$ cat config.mk
export PLATFORM = sky130hd
export DESIGN_NAME = spqe_ctrl
export DESIGN_NICKNAME = d
export VERILOG_FILES = /design/src/hw/rtl/spqe_pkg.sv /design/src/hw/rtl/spqe_ctrl.sv
export SDC_FILE = /design/constraint.sdc
export NUM_CORES = 1
export LEC_CHECK = 0
export ABC_CLOCK_PERIOD_IN_PS = 1400
export BUFFER_PORTS_ARGS = -buffer_cell sky130_fd_sc_hd__clkbuf_2
export CORE_MARGIN = 2
export CORE_UTILIZATION = 45
export CTS_BUF_LIST = sky130_fd_sc_hd__clkbuf_8
export DETAILED_ROUTE_END_ITERATION = 10
export GPL_TIMING_DRIVEN = 0
export PLACE_DENSITY = 0.77
export SLEW_MARGIN = 5
export SYNTH_ARGS = -nofsm -noshare
export SYNTH_HDL_FRONTEND = slang
export SYNTH_SLANG_ARGS = --single-unit
$ cat constraint.sdc
create_clock -name clk -period 1.4 [get_ports clk]
set_input_delay 0 -clock clk [delete_from_list [all_inputs] [get_ports clk]]
set_output_delay 0 -clock clk [all_outputs]
set_load 0.05 [all_outputs]
$ cat src/hw/rtl/spqe_pkg.sv
// Package for the scored priority queue with expiry.
// Holds the entry type, register indexes, controller states and the
// command and status groups between controller and datapath.
package spqe_pkg;

	localparam int DefQueueDepth = 32;
	localparam int MaxResults    = 32;
	localparam int KeyW          = 64;
	localparam int ScoreW        = 16;
	localparam int SumW          = 17;
	localparam int TimeW         = 32;
	localparam int HorizonW      = 16;
	localparam int EmitW         = 6;
	localparam int InDataW       = 224;
	localparam int OutDataW      = 152;
	localparam int CfgIdxW       = 2;
	localparam int CfgDataW      = 16;

	localparam logic [CfgIdxW-1:0] REG_MIN_SCORE  = 2'd0;
	localparam logic [CfgIdxW-1:0] REG_EMIT_COUNT = 2'd1;
	localparam logic [CfgIdxW-1:0] REG_HORIZON    = 2'd2;

	localparam logic OP_INSERT = 1'b0;
	localparam logic OP_TICK   = 1'b1;

	typedef struct packed {
		logic [SumW-1:0]  score;
		logic [KeyW-1:0]  source;
		logic [KeyW-1:0]  target;
		logic [TimeW-1:0] stamp;
	} entry_t;

	typedef enum logic [2:0] {
		ST_IDLE,
		ST_INSERT,
		ST_TICK,
		ST_PRUNE,
		ST_PEND,
		ST_SETUP,
		ST_POP
	} state_t;

	typedef struct packed {
		logic load;
		logic insert;
		logic prune_start;
		logic prune_step;
		logic prune_end;
		logic pop;
		logic last;
	} cmd_t;

	typedef struct packed {
		logic             count_zero;
		logic             left_one;
		logic             out_busy;
		logic [EmitW-1:0] pop_n;
	} status_t;

endpackage

$ cat src/hw/rtl/spqe_ctrl.sv
// Controller state machine for the scored priority queue.
// Depends on spqe_pkg; drives the datapath through cmd_t and reads status_t.
module spqe_ctrl import spqe_pkg::*; (
	input  logic    clk,
	input  logic    arst_n,
	input  logic    in_valid,
	input  logic    in_op,
	output logic    in_ready,
	input  status_t status,
	output cmd_t    cmd
);

	state_t           state_q, state_d;
	logic [EmitW-1:0] pop_left_q;

	// State register.
	always_ff @(posedge clk or negedge arst_n) begin
		if (!arst_n) begin
			state_q <= ST_IDLE;
		end else begin
			state_q <= state_d;
		end
	end

	// Count of entries still to pop in this tick.
	always_ff @(posedge clk or negedge arst_n) begin
		if (!arst_n) begin
			pop_left_q <= '0;
		end else if (state_q == ST_SETUP) begin
			pop_left_q <= status.pop_n;
		end else if (cmd.pop) begin
			pop_left_q <= pop_left_q - EmitW'(1);
		end
	end

	// Next state.
	always_comb begin
		state_d = state_q;
		case (state_q)
			ST_IDLE: begin
				if (in_valid) state_d = (in_op == OP_TICK) ? ST_TICK : ST_INSERT;
			end
			ST_INSERT: state_d = ST_IDLE;
			ST_TICK: state_d = status.count_zero ? ST_IDLE : ST_PRUNE;
			ST_PRUNE: begin
				if (status.left_one) state_d = ST_PEND;
			end
			ST_PEND: state_d = ST_SETUP;
			ST_SETUP: state_d = (status.pop_n == '0) ? ST_IDLE : ST_POP;
			ST_POP: begin
				if (!status.out_busy && pop_left_q == EmitW'(1)) state_d = ST_IDLE;
			end
			default: state_d = ST_IDLE;
		endcase
	end

	// Outputs.
	always_comb begin
		cmd      = '0;
		in_ready = 1'b0;
		case (state_q)
			ST_IDLE: begin
				in_ready = 1'b1;
				cmd.load = in_valid;
			end
			ST_INSERT: cmd.insert = 1'b1;
			ST_TICK: cmd.prune_start = !status.count_zero;
			ST_PRUNE: cmd.prune_step = 1'b1;
			ST_PEND: cmd.prune_end = 1'b1;
			ST_SETUP: ;
			ST_POP: begin
				cmd.pop  = !status.out_busy;
				cmd.last = (pop_left_q == EmitW'(1));
			end
			default: ;
		endcase
	end

endmodule

==> impl_metrics.yaml, run 1 <==
outcome:
  outcome: "finished with violations"
  violations: "setup timing"
synthesis:
  ys_warn_count: 0
  syn_area_um2: 653
  yosysMostFrequentCell: "dfrtp_1"
  yosys.area.top_type_share: 0.345
  synthTopCellsByCount: "9 x dfrtp_1, 5 x clkbuf_1, 5 x nor2_1"
  post_synth_and_or_nand_nor_area_fraction: 0.372
  syn_area_per_cell_um2: 8.83
  synth_compound_area_frac: 0.178
  synth_top_family_by_area: "simple AND/OR/NAND/NOR gates"
  yosysSeqAreaShare: 0.345
  synth_top_flop_cell: "dfrtp_1"
  synth_xor_area_frac: 0
  synth_area_leader_cell: "dfrtp_1"
  synth_fa_ha_area_frac: 0.0383
  synth.area.mux_share: 0.0153
  syn_inst: 74
  synth_nets: 89
  synthTopCellsByArea: "dfrtp_1 34%, a221o_1 4.6%, or4_1 4.6%"
  synth_edf_count: 0
  synth_seq_cells: 9
  synth.distinct_cells: 33
  synthArstFlopShare: 1.00
floorplanning:
  die_area_um2: 1770
  dieWidth_um: 42.1
  core_um2: 1330
  pin_count: 21
  die_height_um: 42.1
  start_util: 0.490
  rows: 13
drt:
  route.final.wire_length_mm: 2.06
  routedWlPerCell_um: 16.9
  dr.first_iter.drc_count: 23
  via_count: 744
  viasPerCell: 6.10
  firstDrtPassIters: 4
  drtAntennaViolNets: 0
  drc_errors: 0
cts:
  clockBufferDepth: 2
  cts_tree: "done"
  insertion_delay_ns: 0.23
  cts_made_buffers: 3
  root_buffer: "clkbuf_8"
  htreeDepth: 1
  cts.sinks: 9
  cts.clk_slew.worst_paths_ns: 0.05
setup_path:
  cp.required_ns: 1.40
  slowest_stage: "dfrtp_2"
  cpPeakStageDelay_ns: 0.44
  cp_max_fo: 6
  crit_family: "simple AND/OR/NAND/NOR gates"
  critical_path_buf_inv_count: 1
  cp-start-kind: "flop"
  cp-end-kind: "output port"
  timing.rr.start: "state_q[1]$_DFFE_PN0P_"
  crit_start: "pop_left_q[2]$_DFFE_PN0P_"
  crit_path_end: "cmd[0]"
  rrSetupSlack_ns: -0.11
  worst_ep_arrival_time_ns: 1.53
  ff2ff_path_depth: 4
  r2r_end: "state_q[1]$_DFFE_PN0P_"
  cp_num_cells: 3
  criticalPathCategory: "flop to output port"
  path_cells: "or3_4 > nor4b_4 > clkbuf_8"
layout:
  fillCellCount: 93
  antenna_cells: 0
  fin_nets: 123
  stdcell_count: 122
  postLayoutCoreUtil: 0.800
  drive_above_1_share: 0.467
  area_growth_syn_to_layout_pct: 63.4
place:
  post-dp-hpwl_mm: 1.25
  placed_cells: 109
  routabilityCongestion: 0.766
  numPortBuffers: 20
pwr:
  vdd_drop_max_mv: 1.48
  power_uw: 2400
  powerDensity_nw_per_um2: 2250
  leakage_uw: 0.000481
global_route:
  gr-total-overflow: 0
  grt_max_degree: 11
  grt_pass1_wl_mm: 3.51
  antenna_found_initial: 0
  grt_usage: 0.256
  grt_pass1_vias: 778
sta:
  rsz0062_at_grt: "yes"
  fin_skew_ns: 0.00307
  finalSetupViolCount: 4
  period_share: 1.10
  drv_slew: 0
  max_slew_margin: 0.769
  layout_setup_ws_ns: -0.133
  finalSetupTns_ns: -0.371
  tightest_slew_ns: 0.343
  clock.fmax_mhz: 652
  fin_crit_ns: 1.53
  whs_ns: 0.00967
  hold_viol: 0
hold_path:
  hold_class: "input pin to flop"
  holdPathStages: 3
job:
  drv_cap: 0
-- cell type report --
type / count / area, µm² / area share
Timing Repair Buffer: 30 / 249 / 0.233
Buffer: 4 / 48.8 / 0.0457
Sequential cell: 9 / 226 / 0.212
Clock buffer: 3 / 41.3 / 0.0387
Clock inverter: 1 / 3.75 / 0.00352
Multi-Input combinational cell: 56 / 460 / 0.431
Inverter: 4 / 18.8 / 0.0176
Tap cell: 15 / 18.8 / 0.0176
-- flip-flops by register name (all words and copies together), names as in the netlist --
| name | flops |
|---|---|
| state_q | 3 |
| pop_left_q | 6 |
-- how the worst min path moves through the flow --
stage               startpoint                         to
CTS                  status[4]  pop_left_q[4]$_DFFE_PN0P_
finish               status[4]  pop_left_q[4]$_DFFE_PN0P_
global route         status[4]  pop_left_q[4]$_DFFE_PN0P_
floorplan               arst_n  pop_left_q[0]$_DFFE_PN0P_
global placement        arst_n     state_q[0]$_DFFE_PN0P_
detailed placement      arst_n     state_q[0]$_DFFE_PN0P_
-- per-layer routing --
metal	share of wire	global-route usage	up-vias	wire length [µm]
met5	0	0	-	0
met4	0.017	0.0813	0	35
met3	0.048	0.0517	8	98
met2	0.50	0.422	32	1030
met1	0.44	0.337	356	899
li1	-	-	348	-
-- through the flow --
| stage | instance area [µm²] | worst slack [ns] |
|---|---|---|
| after floorplan | 721 | -0.416 |
| after global placement | 840 | -0.229 |
| after detailed placement | 840 | -0.239 |
| after CTS | 1050 | -0.104 |
| after global routing | 1070 | -0.182 |
| final | 1070 | -0.133 |
-- worst min-delay path, stage by stage --
cell and delay (ns):
clkbuf_2 0.09, nand2_1 0.05, nand3_1 0.05
-- placed cells by master, fill, tap and decap left out, drive strengths merged, types with 2 or more instances in the layout --
cell    instances
clkbuf         25
buf            11
dfrtp           9
nor2            5
or4             5
inv             4
nand2           4
nand3           4
nand3b          3
nand2b          3
a221o           3
o311ai          3
and3b           2
ha              2
nor3            2
nor3b           2
nor2b           2
-- cell families after synthesis --
group	count (synthesis)
buf+inv	9
fa+ha+maj	2
simple gates	39
compound gates	14
flops	9
mux	1
-- power by group --
| part | total [µW] | internal, µW | switching [µW] |
|---|---|---|---|
| logic | 1550 | 726 | 822 |
| clock network | 296 | 191 | 105 |
| registers | 552 | 396 | 156 |
-- timing repair --
| action | in CTS | in global routing |
|---|---|---|
| hold buffers | 1 | 0 |
| pin swaps | 5 | 3 |
| resized for setup | 19 | 8 |
| hold endpoints to repair | 9 | 0 |
| setup endpoints to repair | 13 | 15 |
| buffers inserted | 8 | 2 |
Note: power is estimated with default switching activity, not from simulation.
==> run 2, diff against run 1 <==
--- a/config.mk
+++ b/config.mk
@@ -13,6 +13,7 @@
 export DETAILED_ROUTE_END_ITERATION = 10
 export GPL_TIMING_DRIVEN = 0
 export PLACE_DENSITY = 0.77
+export SKIP_CTS_REPAIR_TIMING = 1
 export SLEW_MARGIN = 5
 export SYNTH_ARGS = -nofsm -noshare
 export SYNTH_HDL_FRONTEND = slang
==> run 2 against run 1 <==
Compared with the run above: the flow still finishes with violations (setup timing); clock skew down 0.0020 ns; count of clock-buffer cells in the layout unchanged; combinational power is 4% lower; worst hold slack worse by 0.0052 ns; clock power hardly changed; die area did not move; non-clock buffer count rose by 1; wire length decreased by 2.1%; largest cell class unchanged; highest routed layer unchanged.
==> impl_metrics.yaml, run 2 (synthesis gave the netlist of run 1 again) <==
setup_path:
  crit_path_end: "state_q[1]$_DFFE_PN0P_"
  criticalPathCategory: "flop to flop"
  cp_num_cells: 4
  cp-end-kind: "flop"
  cp_max_fo: 7
  cpPeakStageDelay_ns: 0.50
  worst_ep_arrival_time_ns: 1.63
  crit_start: "state_q[0]$_DFFE_PN0P_"
  r2r_end: "state_q[1]$_DFFE_PN0P_"
  slowest_stage: "or4_1"
  cp.required_ns: 1.49
  cp-start-kind: "flop"
  critical_path_buf_inv_count: 1
  crit_family: "simple AND/OR/NAND/NOR gates"
  rrSetupSlack_ns: -0.14
  ff2ff_path_depth: 4
  path_cells: "buf_6 > and3b_2 > nor2b_4 > or4_1"
  timing.rr.start: "state_q[0]$_DFFE_PN0P_"
floorplanning:
  rows: 13
  dieWidth_um: 42.1
  die_area_um2: 1770
  core_um2: 1330
  die_height_um: 42.1
  start_util: 0.490
  pin_count: 21
layout:
  design_area_um2: 1040
  mostFrequentLayoutCells: "14 x clkbuf_2, 12 x buf_4, 6 x dfrtp_1, 5 x buf_6"
  reg_top3: "pop_left_q (6), state_q (3)"
  fin_nets: 124
  largest_register: "pop_left_q"
  largest_reg_flops: 6
  stdcell_count: 123
  antenna_cells: 0
  area_growth_syn_to_layout_pct: 59.2
  layout_commonest_cell: "clkbuf_2"
  drive_above_1_share: 0.500
sta:
  clock.fmax_mhz: 648
  fin_skew_ns: 0.00103
  max_slew_margin: 0.708
  fin_crit_ns: 1.54
  drv_slew: 0
  layout_setup_ws_ns: -0.143
  whs_ns: 0.00443
  rsz0062_at_grt: "yes"
  finalSetupTns_ns: -0.270
  finalSetupViolCount: 3
  period_share: 1.10
  hold_viol: 0
  tightest_slew_ns: 0.433
cts:
  cts.clk_slew.worst_paths_ns: 0.05
  cts_made_buffers: 3
  cts_tree: "done"
  insertion_delay_ns: 0.23
  cts.sinks: 9
  clockBufferDepth: 2
  htreeDepth: 1
  root_buffer: "clkbuf_8"
pwr:
  leakage_uw: 0.000473
  power_uw: 2360
  powerDensity_nw_per_um2: 2270
  vdd_drop_max_mv: 1.47
drt:
  dr.first_iter.drc_count: 35
  routedWlPerCell_um: 16.4
  via_count: 738
  viasPerCell: 6.00
  drtAntennaViolNets: 0
  drc_errors: 0
  route.final.wire_length_mm: 2.02
  firstDrtPassIters: 4
global_route:
  grt_max_degree: 11
  gr-total-overflow: 0
  grt_pass1_wl_mm: 2.86
  grt_usage: 0.210
  grt_pass1_vias: 614
  antenna_found_initial: 0
place:
  placed_cells: 109
  post-dp-hpwl_mm: 1.25
  routabilityCongestion: 0.766
  placed_area_um2: 840
  numPortBuffers: 20
outcome:
  violations: "setup timing"
  outcome: "finished with violations"
job:
  drv_cap: 0
hold_path:
  min-delay-start: "status[3]"
  hold_class: "input pin to flop"
-- run 2: cell count changes in the layout (fill, tap and decap cells not counted), moves of 2 or more --
| cell | previous run | this run |
|---|---|---|
| dfrtp_2 | 1 | 3 |
| dfrtp_1 | 8 | 6 |
| clkbuf_8 | 8 | 3 |
| buf_4 | 8 | 12 |
| buf_6 | 1 | 5 |
| buf_2 | 0 | 2 |
| clkbuf_4 | 3 | 0 |
-- run 2: how the worst min path moves through the flow --
stage,slack (ns),cells past startpoint,to
floorplan,-0.30,0,pop_left_q[0]$_DFFE_PN0P_
global placement,-0.13,1,state_q[0]$_DFFE_PN0P_
detailed placement,-0.13,1,state_q[0]$_DFFE_PN0P_
CTS,-0.37,1,pop_left_q[3]$_DFFE_PN0P_
global route,0.01,3,pop_left_q[4]$_DFFE_PN0P_
finish,0.004,3,pop_left_q[3]$_DFFE_PN0P_
-- run 2: layout make-up --
class	instances	area (µm²)
Timing Repair Buffer	31	206
Buffer	4	45.0
Clock buffer	3	41.3
Tap cell	15	18.8
Inverter	4	18.8
Sequential cell	9	229
Multi-Input combinational cell	56	477
Fill cell	96	294
Clock inverter	1	3.75
-- run 2: per-layer routing --
metal,track usage,up-vias,wire length [µm]
li1,-,352,-
met1,0.313,355,832
met2,0.309,27,1050
met3,0.0388,4,108
met4,0.0563,0,22
met5,0,-,0
-- run 2: worst min-delay path: stages --
cell and delay, ns:
clkbuf_2 0.09, nand2_1 0.05, nand3_1 0.06
-- run 2: power breakdown --
group / internal [µW] / switching, µW / total, µW
combinational: 685 / 808 / 1490
sequential: 401 / 167 / 569
clock: 191 / 103 / 294
-- run 2: stage by stage --
stage,setup slack (ns),util
floorplan,-0.416,-
global placement,-0.229,0.629
detailed placement,-0.239,0.629
CTS,-0.400,0.663
global route,-0.199,0.780
finish,-0.143,0.780
==> run 3, diff against run 2 <==
--- a/config.mk
+++ b/config.mk
@@ -7,12 +7,14 @@
 export LEC_CHECK = 0
 export ABC_CLOCK_PERIOD_IN_PS = 1400
 export BUFFER_PORTS_ARGS = -buffer_cell sky130_fd_sc_hd__clkbuf_2
+export CAP_MARGIN = 20
 export CORE_MARGIN = 2
 export CORE_UTILIZATION = 45
 export CTS_BUF_LIST = sky130_fd_sc_hd__clkbuf_8
 export DETAILED_ROUTE_END_ITERATION = 10
 export GPL_TIMING_DRIVEN = 0
-export PLACE_DENSITY = 0.77
+export HOLD_SLACK_MARGIN = 0.03
+export PLACE_DENSITY = 0.8
 export SKIP_CTS_REPAIR_TIMING = 1
 export SLEW_MARGIN = 5
 export SYNTH_ARGS = -nofsm -noshare
==> run 3 against run 2 <==
Compared with the run above: the run ends with hold timing, setup timing left; wire length is 2.0% higher; non-clock buffer count is 2 lower; die area stayed put; final cell count is 1.6% lower; combinational power is 4% higher; utilization is 0.28 points higher; first-iteration DRC count is 20% higher; setup slack better by 0.022 ns; total power is 2.4% higher; flip-flop and latch count stayed put; register-to-register slack better by 0.02 ns; largest cell class unchanged.
==> impl_metrics.yaml, run 3 (synthesis gave the netlist of run 1 again) <==
outcome:
  outcome: "finished with violations"
  violations: "hold timing, setup timing"
setup_path:
  cp_max_fo: 4
  cp-end-kind: "flop"
  cp.required_ns: 1.50
  worst_ep_arrival_time_ns: 1.62
  cp-start-kind: "flop"
  crit_start: "state_q[0]$_DFFE_PN0P_"
  criticalPathCategory: "flop to flop"
  timing.rr.start: "state_q[0]$_DFFE_PN0P_"
job:
  drv_cap: 0
global_route:
  grt_max_degree: 11
  antenna_found_initial: 0
  gr-total-overflow: 0
  grt_usage: 0.206
  grt_pass1_vias: 606
  grt_pass1_wl_mm: 2.71
cts:
  insertion_delay_ns: 0.23
  cts.clk_slew.worst_paths_ns: 0.05
  cts_tree: "done"
  cts_made_buffers: 3
  clockBufferDepth: 2
  htreeDepth: 1
  cts.sinks: 9
  root_buffer: "clkbuf_8"
drt:
  routedWlPerCell_um: 17.0
  firstDrtPassIters: 4
  drc_errors: 0
  drtAntennaViolNets: 0
  dr.first_iter.drc_count: 42
  viasPerCell: 6.40
  route.final.wire_length_mm: 2.06
  via_count: 775
sta:
  finalSetupViolCount: 5
  max_slew_margin: 0.777
  period_share: 1.09
  clock.fmax_mhz: 657
  drv_slew: 0
  rsz0062_at_grt: "yes"
  layout_setup_ws_ns: -0.121
  tightest_slew_ns: 0.331
  hold_viol: 1
  whs_ns: -0.00854
  fin_skew_ns: 0.000912
  fin_crit_ns: 1.52
pwr:
  switchingPower_uw: 1110
  power.internal_uw: 1310
  share_clk_of_total_power: 0.125
  powerDensity_nw_per_um2: 2310
  vdd_drop_max_mv: 1.37
  leakage_uw: 0.000471
  combinationalPowerShare: 0.641
  p_seq_frac: 0.234
  p_sw_frac: 0.459
floorplanning:
  die_height_um: 42.1
  rows: 13
  die_area_um2: 1770
  pin_count: 21
  dieWidth_um: 42.1
  core_um2: 1330
  start_util: 0.490
place:
  routabilityCongestion: 0.770
  dp_slack_ns: -0.254
  numPortBuffers: 20
  post-dp-hpwl_mm: 1.26
layout:
  antenna_cells: 0
  largest_register: "pop_left_q"
  area_growth_syn_to_layout_pct: 59.8
  final-seq-area_um2: 226
  drive_above_1_share: 0.472
  layout_commonest_cell: "clkbuf_2"
  multi_input_area_um2: 465
  fin_nets: 122
  mostFrequentLayoutCells: "14 x clkbuf_2, 8 x dfrtp_1, 6 x buf_4"
  fillCellCount: 86
  largest_reg_flops: 6
  reg_top3: "pop_left_q (6), state_q (3)"
hold_path:
  hold_class: "input pin to flop"
  min-delay-start: "status[3]"
[run 3: layout make-up]
| class | instances | area share |
|---|---|---|
| clock buffer | 3 | 0.0396 |
| sequential | 9 | 0.217 |
| timing repair buffer | 29 | 0.216 |
| inverter | 4 | 0.0180 |
| buffer | 4 | 0.0420 |
| tap | 15 | 0.0180 |
| clock inverter | 1 | 0.00360 |
| multi-input combinational | 56 | 0.446 |
[run 3: worst paths after layout]
check                                                  to  slack, ns  cells after the start
worst min register to register  pop_left_q[1]$_DFFE_PN0P_       0.58                      1
worst max register to register     state_q[1]$_DFFE_PN0P_      -0.12                      4
worst max-delay path               state_q[1]$_DFFE_PN0P_      -0.12                      4
max in group asynchronous       pop_left_q[2]$_DFFE_PN0P_       1.02                      2
min in group asynchronous          state_q[0]$_DFFE_PN0P_       0.16                      2
worst min-delay path            pop_left_q[3]$_DFFE_PN0P_     -0.009                      3
[run 3: through the flow]
step / setup TNS, ns / util / power, µW / area [µm²] / instances
4_1_cts: -1.63 / 0.663 / 2020 / 885 / 113
5_1_grt: -0.742 / 0.782 / 2530 / 1040 / 121
3_5_place_dp: -0.794 / 0.629 / 1720 / 840 / 109
3_3_place_gp: -0.673 / 0.629 / 1670 / 840 / 109
6_report: -0.326 / 0.782 / 2410 / 1040 / 121
2_1_floorplan: -1.14 / - / 1460 / 721 / 74
[run 3: power by group through the flow]
stage	Combinational (µW)	Sequential [µW]	Clock, µW
after floorplan	961	494	0
after global placement	1150	526	0
after detailed placement	1180	536	0
after CTS	1190	534	297
after global routing	1640	581	311
final	1550	565	302
[run 3: worst max-delay path, stage by stage, from the launching register on]
cell and delay (ns):
dfrtp_1 0.40, buf_6 0.14, and3b_2 0.23, nor2b_4 0.13
or4_1 0.49
[run 3: metal layers]
layer	GRT usage	routed length, µm	part of all wire
met1	0.253	850	0.41
met2	0.331	1040	0.50
met3	0.0431	117	0.057
met4	0.119	51	0.025
met5	0	0	0
